--- src/hw/rtl/gat_pkg.sv ---
`timescale 1ns / 1ps
package gat_pkg;

  localparam int PairCount = 11;
  localparam int MaxOut    = 3;
  localparam int AddrWidth = 3;
  localparam int DataWidth = 32;

  typedef logic [7:0] byte_t;
  typedef logic [$clog2(PairCount)-1:0] pair_idx_t;

  // register index as seen in paddr[AddrWidth-1:2]
  typedef logic [AddrWidth-3:0] reg_idx_t;
  localparam reg_idx_t RegDirection = 1'b0;

  // direction codes
  localparam logic DirToTonos = 1'b0;
  localparam logic DirToOxia  = 1'b1;

  typedef struct packed {
    logic [0:2][7:0] seq;
    logic [1:0]      len;
  } pat_t;

  // results of one item handed from the matcher to the output slot
  typedef struct packed {
    logic [0:MaxOut-1][7:0] bytes;
    logic [1:0]             cnt;
    logic                   text_end;
  } res_t;

  localparam pat_t OXIA_PAT [0:PairCount-1] = '{
    '{seq: '{8'hCD, 8'hBE, 8'h00}, len: 2'd2},
    '{seq: '{8'hCE, 8'h87, 8'h00}, len: 2'd2},
    '{seq: '{8'hE1, 8'hBD, 8'hB1}, len: 2'd3},
    '{seq: '{8'hE1, 8'hBD, 8'hB3}, len: 2'd3},
    '{seq: '{8'hE1, 8'hBD, 8'hB5}, len: 2'd3},
    '{seq: '{8'hE1, 8'hBD, 8'hB7}, len: 2'd3},
    '{seq: '{8'hE1, 8'hBD, 8'hB9}, len: 2'd3},
    '{seq: '{8'hE1, 8'hBD, 8'hBB}, len: 2'd3},
    '{seq: '{8'hE1, 8'hBD, 8'hBD}, len: 2'd3},
    '{seq: '{8'hE1, 8'hBF, 8'h93}, len: 2'd3},
    '{seq: '{8'hE1, 8'hBF, 8'hA3}, len: 2'd3}
  };

  localparam pat_t TONOS_PAT [0:PairCount-1] = '{
    '{seq: '{8'h3B, 8'h00, 8'h00}, len: 2'd1},
    '{seq: '{8'hC2, 8'hB7, 8'h00}, len: 2'd2},
    '{seq: '{8'hCE, 8'hAC, 8'h00}, len: 2'd2},
    '{seq: '{8'hCE, 8'hAD, 8'h00}, len: 2'd2},
    '{seq: '{8'hCE, 8'hAE, 8'h00}, len: 2'd2},
    '{seq: '{8'hCE, 8'hAF, 8'h00}, len: 2'd2},
    '{seq: '{8'hCF, 8'h8C, 8'h00}, len: 2'd2},
    '{seq: '{8'hCF, 8'h8D, 8'h00}, len: 2'd2},
    '{seq: '{8'hCF, 8'h8E, 8'h00}, len: 2'd2},
    '{seq: '{8'hCE, 8'h90, 8'h00}, len: 2'd2},
    '{seq: '{8'hCE, 8'hB0, 8'h00}, len: 2'd2}
  };

endpackage

--- src/hw/rtl/gat_in_if.sv ---
`timescale 1ns / 1ps
interface gat_in_if;
  logic       valid;
  logic       ready;
  logic [7:0] in_byte;
  logic       text_end;

  modport source (output valid, output in_byte, output text_end, input ready);
  modport sink (input valid, input in_byte, input text_end, output ready);
endinterface

--- src/hw/rtl/gat_out_if.sv ---
`timescale 1ns / 1ps
interface gat_out_if;
  logic       valid;
  logic       ready;
  logic [7:0] out_byte;
  logic       run_last;
  logic       out_text_end;

  modport source (output valid, output out_byte, output run_last, output out_text_end,
                  input ready);
  modport sink (input valid, input out_byte, input run_last, input out_text_end,
                output ready);
endinterface

--- src/hw/rtl/greek_accent_utf8_transcoder_core.sv ---
`timescale 1ns / 1ps
// greek accent transcoder: swaps oxia and tonos forms in a utf-8 byte stream
// in_ch carries one byte per item with text_end on the last byte of a text;
// out_ch carries one byte per item with run_last on the last byte caused by
// an input byte and out_text_end on the final byte of a text
// the apb port holds the direction register at address 0 (0 oxia to tonos,
// 1 tonos to oxia); write it only while no item is in flight
// an item is registered in the input stage, then in the output slot
// throughput: one item per cycle while out_ch is ready and each byte yields at
// most one result; a byte that completes or breaks a sequence yields up to three
// results and holds the input until the single output slot, draining one byte
// a cycle, has sent them; held partial-match bytes produce nothing until resolved
// reset clears the direction, the held match and all valid flags
// when out_ch stalls the output slot holds its byte and the input stage
// fills, then in_ch ready drops; nothing is dropped or repeated
module greek_accent_utf8_transcoder_core
  import gat_pkg::*;
(
  input  logic                 clk,
  input  logic                 rst,
  input  logic                 psel,
  input  logic                 penable,
  input  logic                 pwrite,
  input  logic [AddrWidth-1:0] paddr,
  input  logic [DataWidth-1:0] pwdata,
  output logic [DataWidth-1:0] prdata,
  output logic                 pready,
  gat_in_if.sink               in_ch,
  gat_out_if.source            out_ch
);

  logic direction;
  logic res_valid;
  logic res_ready;
  res_t res;

  gat_cfg u_cfg (
    .clk       (clk),
    .rst       (rst),
    .psel      (psel),
    .penable   (penable),
    .pwrite    (pwrite),
    .paddr     (paddr),
    .pwdata    (pwdata),
    .prdata    (prdata),
    .pready    (pready),
    .direction (direction)
  );

  gat_step u_step (
    .clk       (clk),
    .rst       (rst),
    .direction (direction),
    .in_ch     (in_ch),
    .res_valid (res_valid),
    .res_ready (res_ready),
    .res       (res)
  );

  gat_outbuf u_outbuf (
    .clk       (clk),
    .rst       (rst),
    .res_valid (res_valid),
    .res_ready (res_ready),
    .res       (res),
    .out_ch    (out_ch)
  );

endmodule

--- src/hw/rtl/gat_cfg.sv ---
`timescale 1ns / 1ps
module gat_cfg
  import gat_pkg::*;
(
  input  logic                 clk,
  input  logic                 rst,
  input  logic                 psel,
  input  logic                 penable,
  input  logic                 pwrite,
  input  logic [AddrWidth-1:0] paddr,
  input  logic [DataWidth-1:0] pwdata,
  output logic [DataWidth-1:0] prdata,
  output logic                 pready,
  output logic                 direction
);

  reg_idx_t reg_idx;
  logic     wr_en;

  assign reg_idx = paddr[AddrWidth-1:2];
  assign pready  = 1'b1;
  assign wr_en   = psel && penable && pwrite && pready;

  always_ff @(posedge clk) begin
    if (rst) begin
      direction <= DirToTonos;
    end else if (wr_en && reg_idx == RegDirection) begin
      direction <= pwdata[0];
    end
  end

  assign prdata = (reg_idx == RegDirection) ? DataWidth'(direction) : '0;

endmodule

--- src/hw/rtl/gat_step.sv ---
`timescale 1ns / 1ps
module gat_step
  import gat_pkg::*;
(
  input  logic  clk,
  input  logic  rst,
  input  logic  direction,
  gat_in_if.sink in_ch,
  output logic  res_valid,
  input  logic  res_ready,
  output res_t  res
);

  logic       s1_valid;
  byte_t      s1_byte;
  logic       s1_end;
  logic       in_fire;
  logic       advance;

  logic [1:0] held_count;
  logic [1:0] held_count_next;
  byte_t      held_bytes [0:1];
  byte_t      held_bytes_next [0:1];

  byte_t      seq [0:2];
  logic [1:0] seq_len;

  logic       any_full;
  logic       any_pre;
  pair_idx_t  full_idx;
  logic       one_full;
  logic       one_pre;
  pair_idx_t  one_idx;
  pat_t       full_rep;
  pat_t       one_rep;

  function automatic res_t push(res_t r, byte_t b);
    res_t o;
    o = r;
    if (r.cnt != 2'd3) begin
      o.bytes[r.cnt] = b;
      o.cnt          = r.cnt + 2'd1;
    end
    return o;
  endfunction

  assign in_fire     = in_ch.valid && in_ch.ready;
  assign advance     = s1_valid && res_ready;
  assign in_ch.ready = !s1_valid || res_ready;
  assign res_valid   = s1_valid;

  always_ff @(posedge clk) begin
    if (rst) begin
      s1_valid <= 1'b0;
    end else if (in_fire) begin
      s1_valid <= 1'b1;
    end else if (res_ready) begin
      s1_valid <= 1'b0;
    end
  end

  always_ff @(posedge clk) begin
    if (in_fire) begin
      s1_byte <= in_ch.in_byte;
      s1_end  <= in_ch.text_end;
    end
  end

  always_ff @(posedge clk) begin
    if (rst) begin
      held_count <= 2'd0;
    end else if (advance) begin
      held_count <= held_count_next;
    end
  end

  always_ff @(posedge clk) begin
    if (advance) begin
      held_bytes <= held_bytes_next;
    end
  end

  // held bytes followed by the new byte
  always_comb begin
    seq[0] = s1_byte;
    seq[1] = s1_byte;
    seq[2] = s1_byte;
    if (held_count != 2'd0) seq[0] = held_bytes[0];
    if (held_count == 2'd2) seq[1] = held_bytes[1];
    seq_len = held_count + 2'd1;
  end

  // compare against all pairs of the active side at once
  always_comb begin
    pat_t p;
    logic eq;
    any_full = 1'b0;
    any_pre  = 1'b0;
    full_idx = '0;
    one_full = 1'b0;
    one_pre  = 1'b0;
    one_idx  = '0;
    for (int i = 0; i < PairCount; i++) begin
      p  = (direction == DirToOxia) ? TONOS_PAT[i] : OXIA_PAT[i];
      eq = 1'b1;
      for (int k = 0; k < 3; k++) begin
        if (k < int'(seq_len) && p.seq[k] != seq[k]) eq = 1'b0;
      end
      if (eq && p.len == seq_len) begin
        any_full = 1'b1;
        full_idx = pair_idx_t'(i);
      end
      if (eq && p.len > seq_len) any_pre = 1'b1;
      if (p.seq[0] == s1_byte && p.len == 2'd1) begin
        one_full = 1'b1;
        one_idx  = pair_idx_t'(i);
      end
      if (p.seq[0] == s1_byte && p.len > 2'd1) one_pre = 1'b1;
    end
  end

  assign full_rep = (direction == DirToOxia) ? OXIA_PAT[full_idx] : TONOS_PAT[full_idx];
  assign one_rep  = (direction == DirToOxia) ? OXIA_PAT[one_idx] : TONOS_PAT[one_idx];

  always_comb begin
    res_t r;
    r               = '0;
    held_count_next = held_count;
    held_bytes_next = held_bytes;
    if (any_full) begin
      for (int k = 0; k < 3; k++) begin
        if (k < int'(full_rep.len)) r = push(r, full_rep.seq[k]);
      end
      held_count_next = 2'd0;
    end else if (any_pre && held_count != 2'd2) begin
      held_bytes_next[held_count[0]] = s1_byte;
      held_count_next                = held_count + 2'd1;
    end else begin
      // broken match: flush, then retry the byte on its own
      if (held_count != 2'd0) r = push(r, held_bytes[0]);
      if (held_count == 2'd2) r = push(r, held_bytes[1]);
      held_count_next = 2'd0;
      if (one_full) begin
        if (held_count == 2'd2) begin
          r = push(r, s1_byte);
        end else begin
          for (int k = 0; k < 3; k++) begin
            if (k < int'(one_rep.len)) r = push(r, one_rep.seq[k]);
          end
        end
      end else if (one_pre) begin
        held_bytes_next[0] = s1_byte;
        held_count_next    = 2'd1;
      end else begin
        r = push(r, s1_byte);
      end
    end
    if (s1_end) begin
      if (held_count_next != 2'd0) r = push(r, held_bytes_next[0]);
      if (held_count_next == 2'd2) r = push(r, held_bytes_next[1]);
      held_count_next = 2'd0;
    end
    r.text_end = s1_end;
    res        = r;
  end

  a_held_range: assert property (@(posedge clk) disable iff (rst)
    held_count != 2'd3)
    else $error("held count out of range");

  a_end_flush: assert property (@(posedge clk) disable iff (rst)
    (advance && s1_end) |=> held_count == 2'd0)
    else $error("held bytes left after end of text");

  a_stall_hold: assert property (@(posedge clk) disable iff (rst)
    (s1_valid && !res_ready) |=> (s1_valid && $stable(s1_byte) && $stable(held_count)))
    else $error("input stage lost an item while stalled");

endmodule

--- src/hw/rtl/gat_outbuf.sv ---
`timescale 1ns / 1ps
module gat_outbuf
  import gat_pkg::*;
(
  input  logic  clk,
  input  logic  rst,
  input  logic  res_valid,
  output logic  res_ready,
  input  res_t  res,
  gat_out_if.source out_ch
);

  logic [0:MaxOut-1][7:0] slot_bytes;
  logic                   slot_end;
  logic [1:0]             slot_cnt;
  logic [1:0]             slot_pos;
  logic                   busy;
  logic                   last;
  logic                   out_fire;

  assign busy      = slot_cnt != 2'd0;
  assign last      = slot_pos == (slot_cnt - 2'd1);
  assign out_fire  = out_ch.valid && out_ch.ready;
  assign res_ready = !busy || (out_fire && last);

  always_ff @(posedge clk) begin
    if (rst) begin
      slot_cnt <= 2'd0;
      slot_pos <= 2'd0;
    end else if (res_ready) begin
      slot_cnt <= res_valid ? res.cnt : 2'd0;
      slot_pos <= 2'd0;
    end else if (out_fire) begin
      slot_pos <= slot_pos + 2'd1;
    end
  end

  always_ff @(posedge clk) begin
    if (res_valid && res_ready) begin
      slot_bytes <= res.bytes;
      slot_end   <= res.text_end;
    end
  end

  assign out_ch.valid        = busy;
  assign out_ch.out_byte     = slot_bytes[slot_pos];
  assign out_ch.run_last     = last;
  assign out_ch.out_text_end = last && slot_end;

  a_pos_range: assert property (@(posedge clk) disable iff (rst)
    busy |-> slot_pos < slot_cnt)
    else $error("slot read position past count");

  a_step_on: assert property (@(posedge clk) disable iff (rst)
    (out_fire && !last) |=> (busy && slot_pos == $past(slot_pos) + 2'd1))
    else $error("slot did not advance to the next byte");

  a_out_hold: assert property (@(posedge clk) disable iff (rst)
    (out_ch.valid && !out_ch.ready) |=>
      (out_ch.valid && $stable(out_ch.out_byte) && $stable(out_ch.run_last)))
    else $error("output item changed while stalled");

endmodule

--- src/flat_wrapper.sv ---
// flat-port wrapper written by rule: the top's interface ports become plain ports
module greek_accent_utf8_transcoder_core_flat import gat_pkg::*;
  (clk, rst, psel, penable, pwrite, paddr, pwdata, prdata, pready, in_ch_valid, in_ch_in_byte, in_ch_text_end, in_ch_ready, out_ch_valid, out_ch_out_byte, out_ch_run_last, out_ch_out_text_end, out_ch_ready);
  gat_in_if in_ch_i ();
  gat_out_if out_ch_i ();
  input  logic clk;
  input  logic rst;
  input  logic psel;
  input  logic penable;
  input  logic pwrite;
  input  logic [AddrWidth-1:0] paddr;
  input  logic [DataWidth-1:0] pwdata;
  output logic [DataWidth-1:0] prdata;
  output logic pready;
  input wire logic [$bits(in_ch_i.valid)-1:0] in_ch_valid;
  input wire logic [$bits(in_ch_i.in_byte)-1:0] in_ch_in_byte;
  input wire logic [$bits(in_ch_i.text_end)-1:0] in_ch_text_end;
  output wire logic [$bits(in_ch_i.ready)-1:0] in_ch_ready;
  output wire logic [$bits(out_ch_i.valid)-1:0] out_ch_valid;
  output wire logic [$bits(out_ch_i.out_byte)-1:0] out_ch_out_byte;
  output wire logic [$bits(out_ch_i.run_last)-1:0] out_ch_run_last;
  output wire logic [$bits(out_ch_i.out_text_end)-1:0] out_ch_out_text_end;
  input wire logic [$bits(out_ch_i.ready)-1:0] out_ch_ready;
  assign in_ch_i.valid = in_ch_valid;
  assign in_ch_i.in_byte = in_ch_in_byte;
  assign in_ch_i.text_end = in_ch_text_end;
  assign in_ch_ready = in_ch_i.ready;
  assign out_ch_valid = out_ch_i.valid;
  assign out_ch_out_byte = out_ch_i.out_byte;
  assign out_ch_run_last = out_ch_i.run_last;
  assign out_ch_out_text_end = out_ch_i.out_text_end;
  assign out_ch_i.ready = out_ch_ready;
  greek_accent_utf8_transcoder_core u_core (.clk(clk), .rst(rst), .psel(psel), .penable(penable), .pwrite(pwrite), .paddr(paddr), .pwdata(pwdata), .prdata(prdata), .pready(pready), .in_ch(in_ch_i), .out_ch(out_ch_i));
endmodule
--- config.mk ---
export PLATFORM = sky130hd
export DESIGN_NAME = greek_accent_utf8_transcoder_core_flat
export DESIGN_NICKNAME = d
export VERILOG_FILES = /design/src/hw/rtl/gat_pkg.sv /design/src/hw/rtl/gat_in_if.sv /design/src/hw/rtl/gat_out_if.sv /design/src/hw/rtl/greek_accent_utf8_transcoder_core.sv /design/src/hw/rtl/gat_cfg.sv /design/src/hw/rtl/gat_step.sv /design/src/hw/rtl/gat_outbuf.sv /design/src/flat_wrapper.sv
export SDC_FILE = /design/constraint.sdc
export NUM_CORES = 1
export LEC_CHECK = 0
export BUFFER_PORTS_ARGS = -buffer_cell sky130_fd_sc_hd__buf_4
export CAP_MARGIN = 20
export CORE_ASPECT_RATIO = 0.75
export CORE_MARGIN = 2
export CORE_UTILIZATION = 40
export CTS_CLUSTER_DIAMETER = 100
export DETAILED_ROUTE_END_ITERATION = 8
export PLACE_DENSITY = 0.58
export SLEW_MARGIN = 20
export SYNTH_ARGS = -nofsm -noshare
export SYNTH_HDL_FRONTEND = slang
export SYNTH_SLANG_ARGS = --single-unit
--- constraint.sdc ---
create_clock -name clk -period 5.9 [get_ports clk]
set_input_delay 0.885 -clock clk [delete_from_list [all_inputs] [get_ports clk]]
set_output_delay 0.885 -clock clk [all_outputs]
set_load 0.01 [all_outputs]
Word-level counts from Yosys, hierarchy flattened. Memories as Yosys holds them, arrays and structs flattened. Cells that the tools add are included.

Bits in latches: 0. Register bits after elaboration: 58. Bits in read-only memories: 1664. Bits in writable memories: 0. Output and inout port bits: 45. Input port bits: 51. Memories: 4.

$add $sub $neg: 11. Reduce and logical (&&, ||, !) cells: 104. Multiply operators: 0. Equal/unequal tests: 78. Order comparisons: 52. Shift operators: 0. Div/mod/pow operators: 0. Bitwise gates (word level): 13. Muxes and demuxes: 205.

Memory list: (no name shown) (words 16, bits a word 26, read ports 1, clocked after memory_dff 0, wr ports 0, RTL line gat_step.sv:123) `assign one_rep = (direction == DirToOxia) ? OXIA_PAT[one_idx] : TONOS_PAT[one_idx];`; (no name shown) (words 16, bits a word 26, read ports 1, clocked after memory_dff 0, wr ports 0, RTL line gat_step.sv:123); (no name shown) (words 16, bits a word 26, read ports 1, clocked after memory_dff 0, wr ports 0, RTL line gat_step.sv:122) `assign full_rep = (direction == DirToOxia) ? OXIA_PAT[full_idx] : TONOS_PAT[full_idx];`; (no name shown) (words 16, bits a word 26, read ports 1, clocked after memory_dff 0, wr ports 0, RTL line gat_step.sv:122).

Operator list (number): 27-bit 2-to-1 mux (31); 26-bit 2-to-1 mux (20); 8-bit != test (33); 24-bit bitwise mux (9); 24-bit 2-to-1 mux (9); 8-bit 2-to-1 mux (17); 8-bit demux with 2-bit select (8); 1-bit logical AND (95); 8-bit equality test (11); 1-bit 2-to-1 mux (84); 4-bit 2-to-1 mux (18); 3-bit greater-or-equal comparator (second input constant) (9); 2-bit NOT with 3-bit output (9); 2-bit equality test (12); 3-bit by 1-bit < comparator with 1-bit output (second input constant) (8); 2-bit by 1-bit equality test with 1-bit output (second input constant) (11); 2-bit by 1-bit > comparator with 1-bit output (second input constant) (11); 2-bit > comparator (11); 22-bit 2-to-1 mux (1); 2-bit by 1-bit adder with 2-bit output (second input constant) (10); 2-bit != test (second input constant) (9); 8-bit binary-select mux with 2-bit select (1); 16-bit bitwise mux (1); 16-bit 2-to-1 mux (1); 16 further kinds (34).

Logic depth before layout (Yosys ltp).
Depth after elaboration: 87. Depth in mapped cells: 17. Mapped depth without buffers: 13.

Hierarchy. From an unflattened synthesis, not the netlist that was laid out.

Cells, all modules: 734. Area, all modules: 6238.5 µm².

By module, submodules not included: gat_step (instances 1, area an instance 4669.5 µm², cells an instance 603); gat_outbuf (instances 1, area an instance 1260.0 µm², cells an instance 91); gat_cfg (instances 1, area an instance 309.0 µm², cells an instance 40).

Least setup slack after synthesis. No wires, ideal clock.

Path type: flip-flop to flip-flop. Start: reg u_core.u_step.held_count[0]. End: reg u_core.u_outbuf.slot_bytes[22] (netlist name), data pin. Data arrival time: 3.690 ns. Period minus slack after synthesis: 3.951 ns. Path buffers: 3. Slack: 1.949 ns. Data required time: 5.640 ns. Setup time: 0.260 ns. Stages on the path, launching flop included: 16. Cells stage by stage: dfxtp_1 inv_1 ha_1 buf_2 buf_6 mux2_1 or4_1 a221oi_2 a21oi_1 o31ai_2 nor2_1 nor4_4 a311oi_2 nand4bb_1 buf_6 mux2_4.

RTL lines: start: declaration (RTL line gat_step.sv:20) `logic [1:0] held_count;`; start signal: assignment (RTL line gat_step.sv:73) `held_count <= held_count_next;`; end signal: assignment (RTL line gat_outbuf.sv:40) `slot_bytes <= res.bytes;`; end: declaration (RTL line gat_outbuf.sv:13) `logic [0:MaxOut-1][7:0] slot_bytes;`.

==> Flow_metrics.wiki <==
{| class="wikitable"
! Metric !! Value
|-
| Most common cell after layout, fill and taps aside || sky130_fd_sc_hd__nand2_1
|-
| Synth async-reset ratio || 0
|-
| Final worst path period share || 0.8827
|-
| Number of vias after detailed routing || 6013
|-
| Number of sinks driven by the clock tree || 58
|-
| Critical Path Sink Type || flip-flop
|-
| Wirelength per Cell || 23.16 um
|-
| Min Hold Slack || 0.5106 ns
|-
| Sum of routed wire length over all layers || 21.56 mm
|-
| Critical Path Start Type || flip-flop
|-
| Effective utilization at floorplan || 0.4127
|-
| Area of the die || 16070 um2
|-
| Total area of multi-input combinational cells || 3835 um2
|-
| Top area cells in the synthesized netlist || sky130_fd_sc_hd__edfxtp_1 25%, sky130_fd_sc_hd__buf_4 4.1%, sky130_fd_sc_hd__mux2i_1 4.0%
|-
| Longest Clk Path Bufs || 2
|-
| Global placer's final weighted congestion || 1.022
|-
| Clock insertion delay at the later pin of the skew report || 0.34 ns
|-
| Count of max-cap constraint violations || 0
|-
| Critical setup path kind || reg -> reg
|-
| Highest clock rate || 192.0 MHz
|-
| Post-synth design cell area || 6025 um2
|-
| Clock tree from TritonCTS || yes
|-
| CP required || 6.05 ns
|-
| Maximum resistive drop on vdd || 0.0001418 V
|-
| Sequential cell area in the final layout || 1663 um2
|-
| Ant diodes || 0
|-
| Port-buffer cells || 30
|-
| Signed area change from the synthesized netlist to the final layout || 9.824%
|-
| Leak pwr || 2.481 nW
|-
| CTS Root Buffer Type || sky130_fd_sc_hd__clkbuf_16
|-
| EDFF count, synth || 50
|-
| Nets@finish || 787
|-
| Outcome || complete, no violations
|-
| Worst hold path class || reg -> reg
|-
| Drt initial violations || 850
|-
| Congestion Overflow GR || 0
|-
| Hold-fix buffers, CTS || 0
|-
| Hold Vio Cnt, Final || 0
|-
| Average vias per placed instance || 6.459
|-
| Placed wire-length estimate || 16.00 mm
|-
| Wire length of the first global-routing pass || 33.03 mm
|-
| Worst-path clk slew || 0.06 ns
|-
| Final Skew || 0.009780 ns
|-
| Clock period minus final worst setup slack || 5.208 ns
|-
| Placeable core region || 14600 um2
|-
| Deepest level of the CTS H-tree || 3
|-
| Syn Area/Cell || 8.438 um2
|-
| Relative slew slack || 0.2738
|-
| Measured slew at the worst slew-check pin || 1.075 ns
|-
| Layout cells sized above 1 || 0.1614
|-
| Power Dens Cells || 190.5 nW/um2
|-
| Final count of pins violating max slew || 0
|-
| Data arrival time of the critical path || 5.36 ns
|-
| Die width || 145.7 um
|-
| Postcts setup bufs || 0
|-
| Top fanout value on the critical path || 28
|-
| Area share of the largest cell type after synthesis || 0.2492
|-
| I/O Pins || 96
|-
| Via count of the first global-routing pass || 5567
|-
| Count of unique library cells instantiated by Yosys || 98
|-
| FP Rows || 38
|-
| TritonCTS Buffers || 9
|-
| Final setup violation count || 0
|-
| Number of antenna violations at the first check in global routing || 0
|-
| Flip-flop cell with the highest count after synthesis || sky130_fd_sc_hd__edfxtp_1
|-
| Syn. warnings || 0
|-
| Sequential fraction of the synthesis area || 0.2758
|-
| RSZ-0062 raised after global routing || false
|-
| Largest net degree at the start of global routing || 46
|-
| Filler cells || 1460
|-
| Antenna Nets Post-Route || 0
|-
| Remaining routing DRC violations || 0
|-
| Post-route setup TNS || 0 ns
|-
| Total global-route track usage || 0.2716
|-
| Register bit total from synthesis || 58
|-
| Cells after synthesis || 714
|-
| Post-CTS resize count || 0
|-
| Cell accounting for the most synthesized area || sky130_fd_sc_hd__edfxtp_1
|-
| Die outline height || 110.3 um
|-
| Detailed Routing Iterations Pass 1 || 5
|-
| Most frequent cells in the layout || 62 x sky130_fd_sc_hd__nand2_1, 55 x sky130_fd_sc_hd__buf_4, 50 x sky130_fd_sc_hd__edfxtp_1, 44 x sky130_fd_sc_hd__o21ai_0, 43 x sky130_fd_sc_hd__nor2_1
|}
cells by family after synthesis:
family,count (synthesis),share of synthesized area
compound gates,244,0.2953
simple gates,237,0.2154
buf+inv,116,0.1068
flops,58,0.2758
mux,40,0.07331
fa+ha+maj,10,0.02077
xor+xnor,7,0.01142
other cells,2,0.001247
report_power, final:
group	internal, mW	switching, mW
Combinational	0.0614	0.0949
Sequential	0.470	0.0398
Clock	0.411	0.183
Total	0.943	0.318
sequential cells by signal (all words and copies together) (netlist names):
name	count
u_core.u_step.s1_end	1
u_core.u_step.held_bytes	16
u_core.u_cfg.direction	1
u_core.u_step.s1_byte	8
u_core.u_outbuf.slot_end	1
u_core.u_outbuf.slot_pos	2
u_core.u_step.held_count	2
u_core.u_outbuf.slot_cnt	2
u_core.u_step.res_valid	1
u_core.u_outbuf.slot_bytes	24
layout make-up:
cell class | instances | area share
tap | 200 | 0.03782
sequential | 58 | 0.2513
inverter | 32 | 0.01815
clock inverter | 5 | 0.01551
multi-input combinational | 570 | 0.5796
clock buffer | 11 | 0.03517
timing repair buffer | 55 | 0.06241
final timing paths:
| check | slack [ns] | endpoint | depth (start not counted) | from |
|---|---|---|---|---|
| setup / recovery | 0.69 | u_core.u_outbuf.slot_bytes[3] | 12 | u_core.u_step.held_count[0] |
| hold / removal | 0.51 | u_core.u_step.res_valid | 2 | u_core.u_step.res_valid |
| setup reg to reg | 0.69 | u_core.u_outbuf.slot_bytes[3] | 12 | u_core.u_step.held_count[0] |
| hold reg to reg | 0.51 | u_core.u_step.res_valid | 2 | u_core.u_step.res_valid |
layer usage:
layer | part of all wire | track usage
met4 | 0.027 | 0.09804
met3 | 0.11 | 0.07860
met2 | 0.41 | 0.3922
met1 | 0.46 | 0.3843
met5 | 0 | 0.009375
cells in the mapped netlist, drive strengths merged (5+ instances only):
| cell type | count |
|---|---|
| clkbuf | 24 |
| xnor2 | 5 |
| buf | 60 |
| nand2b | 5 |
| o31ai | 7 |
| nor3b | 7 |
| nand3 | 21 |
| or3 | 11 |
| a2bb2oi | 7 |
| inv | 32 |
| edfxtp | 50 |
| and2 | 5 |
| o31a | 6 |
| nor3 | 19 |
| a31oi | 5 |
| dfxtp | 8 |
| a211oi | 9 |
| ha | 10 |
| o21ai | 48 |
| nand4 | 12 |
| nor2b | 8 |
| or2 | 8 |
| o211ai | 14 |
| nand2 | 62 |
| nor2 | 44 |
| a32oi | 9 |
| mux2i | 25 |
| nor4 | 7 |
| nand3b | 5 |
| o32ai | 5 |
| o22ai | 14 |
| a21oi | 42 |
| o2111ai | 6 |
| a22oi | 14 |
| mux2 | 14 |
| a21o | 12 |
stage by stage:
step	std cells	power [mW]	instance area, um2	utilization	setup slack (ns)
finish	931	1.260	6616	0.4533	0.6922
detailed placement	915	0.6690	6281	0.4303	0.9951
floorplan	744	0.6235	6137	-	1.949
global route	931	1.304	6616	0.4533	0.5086
global placement	915	0.6652	6281	0.4303	1.020
CTS	931	1.265	6616	0.4533	0.9707
critical path, cell delays in order (launching register included):
cell                        delay (ns)
sky130_fd_sc_hd__dfxtp_1          0.33
sky130_fd_sc_hd__inv_1            0.06
sky130_fd_sc_hd__ha_1             0.57
sky130_fd_sc_hd__nor4bb_1         1.04
sky130_fd_sc_hd__o22ai_1          0.19
sky130_fd_sc_hd__a221oi_1         0.67
sky130_fd_sc_hd__o2111ai_2        0.38
sky130_fd_sc_hd__o31a_1           0.22
sky130_fd_sc_hd__o22ai_1          0.28
sky130_fd_sc_hd__o21ai_1          0.14
sky130_fd_sc_hd__o211ai_1         0.32
sky130_fd_sc_hd__nand4_1          0.47
sky130_fd_sc_hd__o21ai_0          0.34
Note: power is estimated with default switching activity, not from simulation.
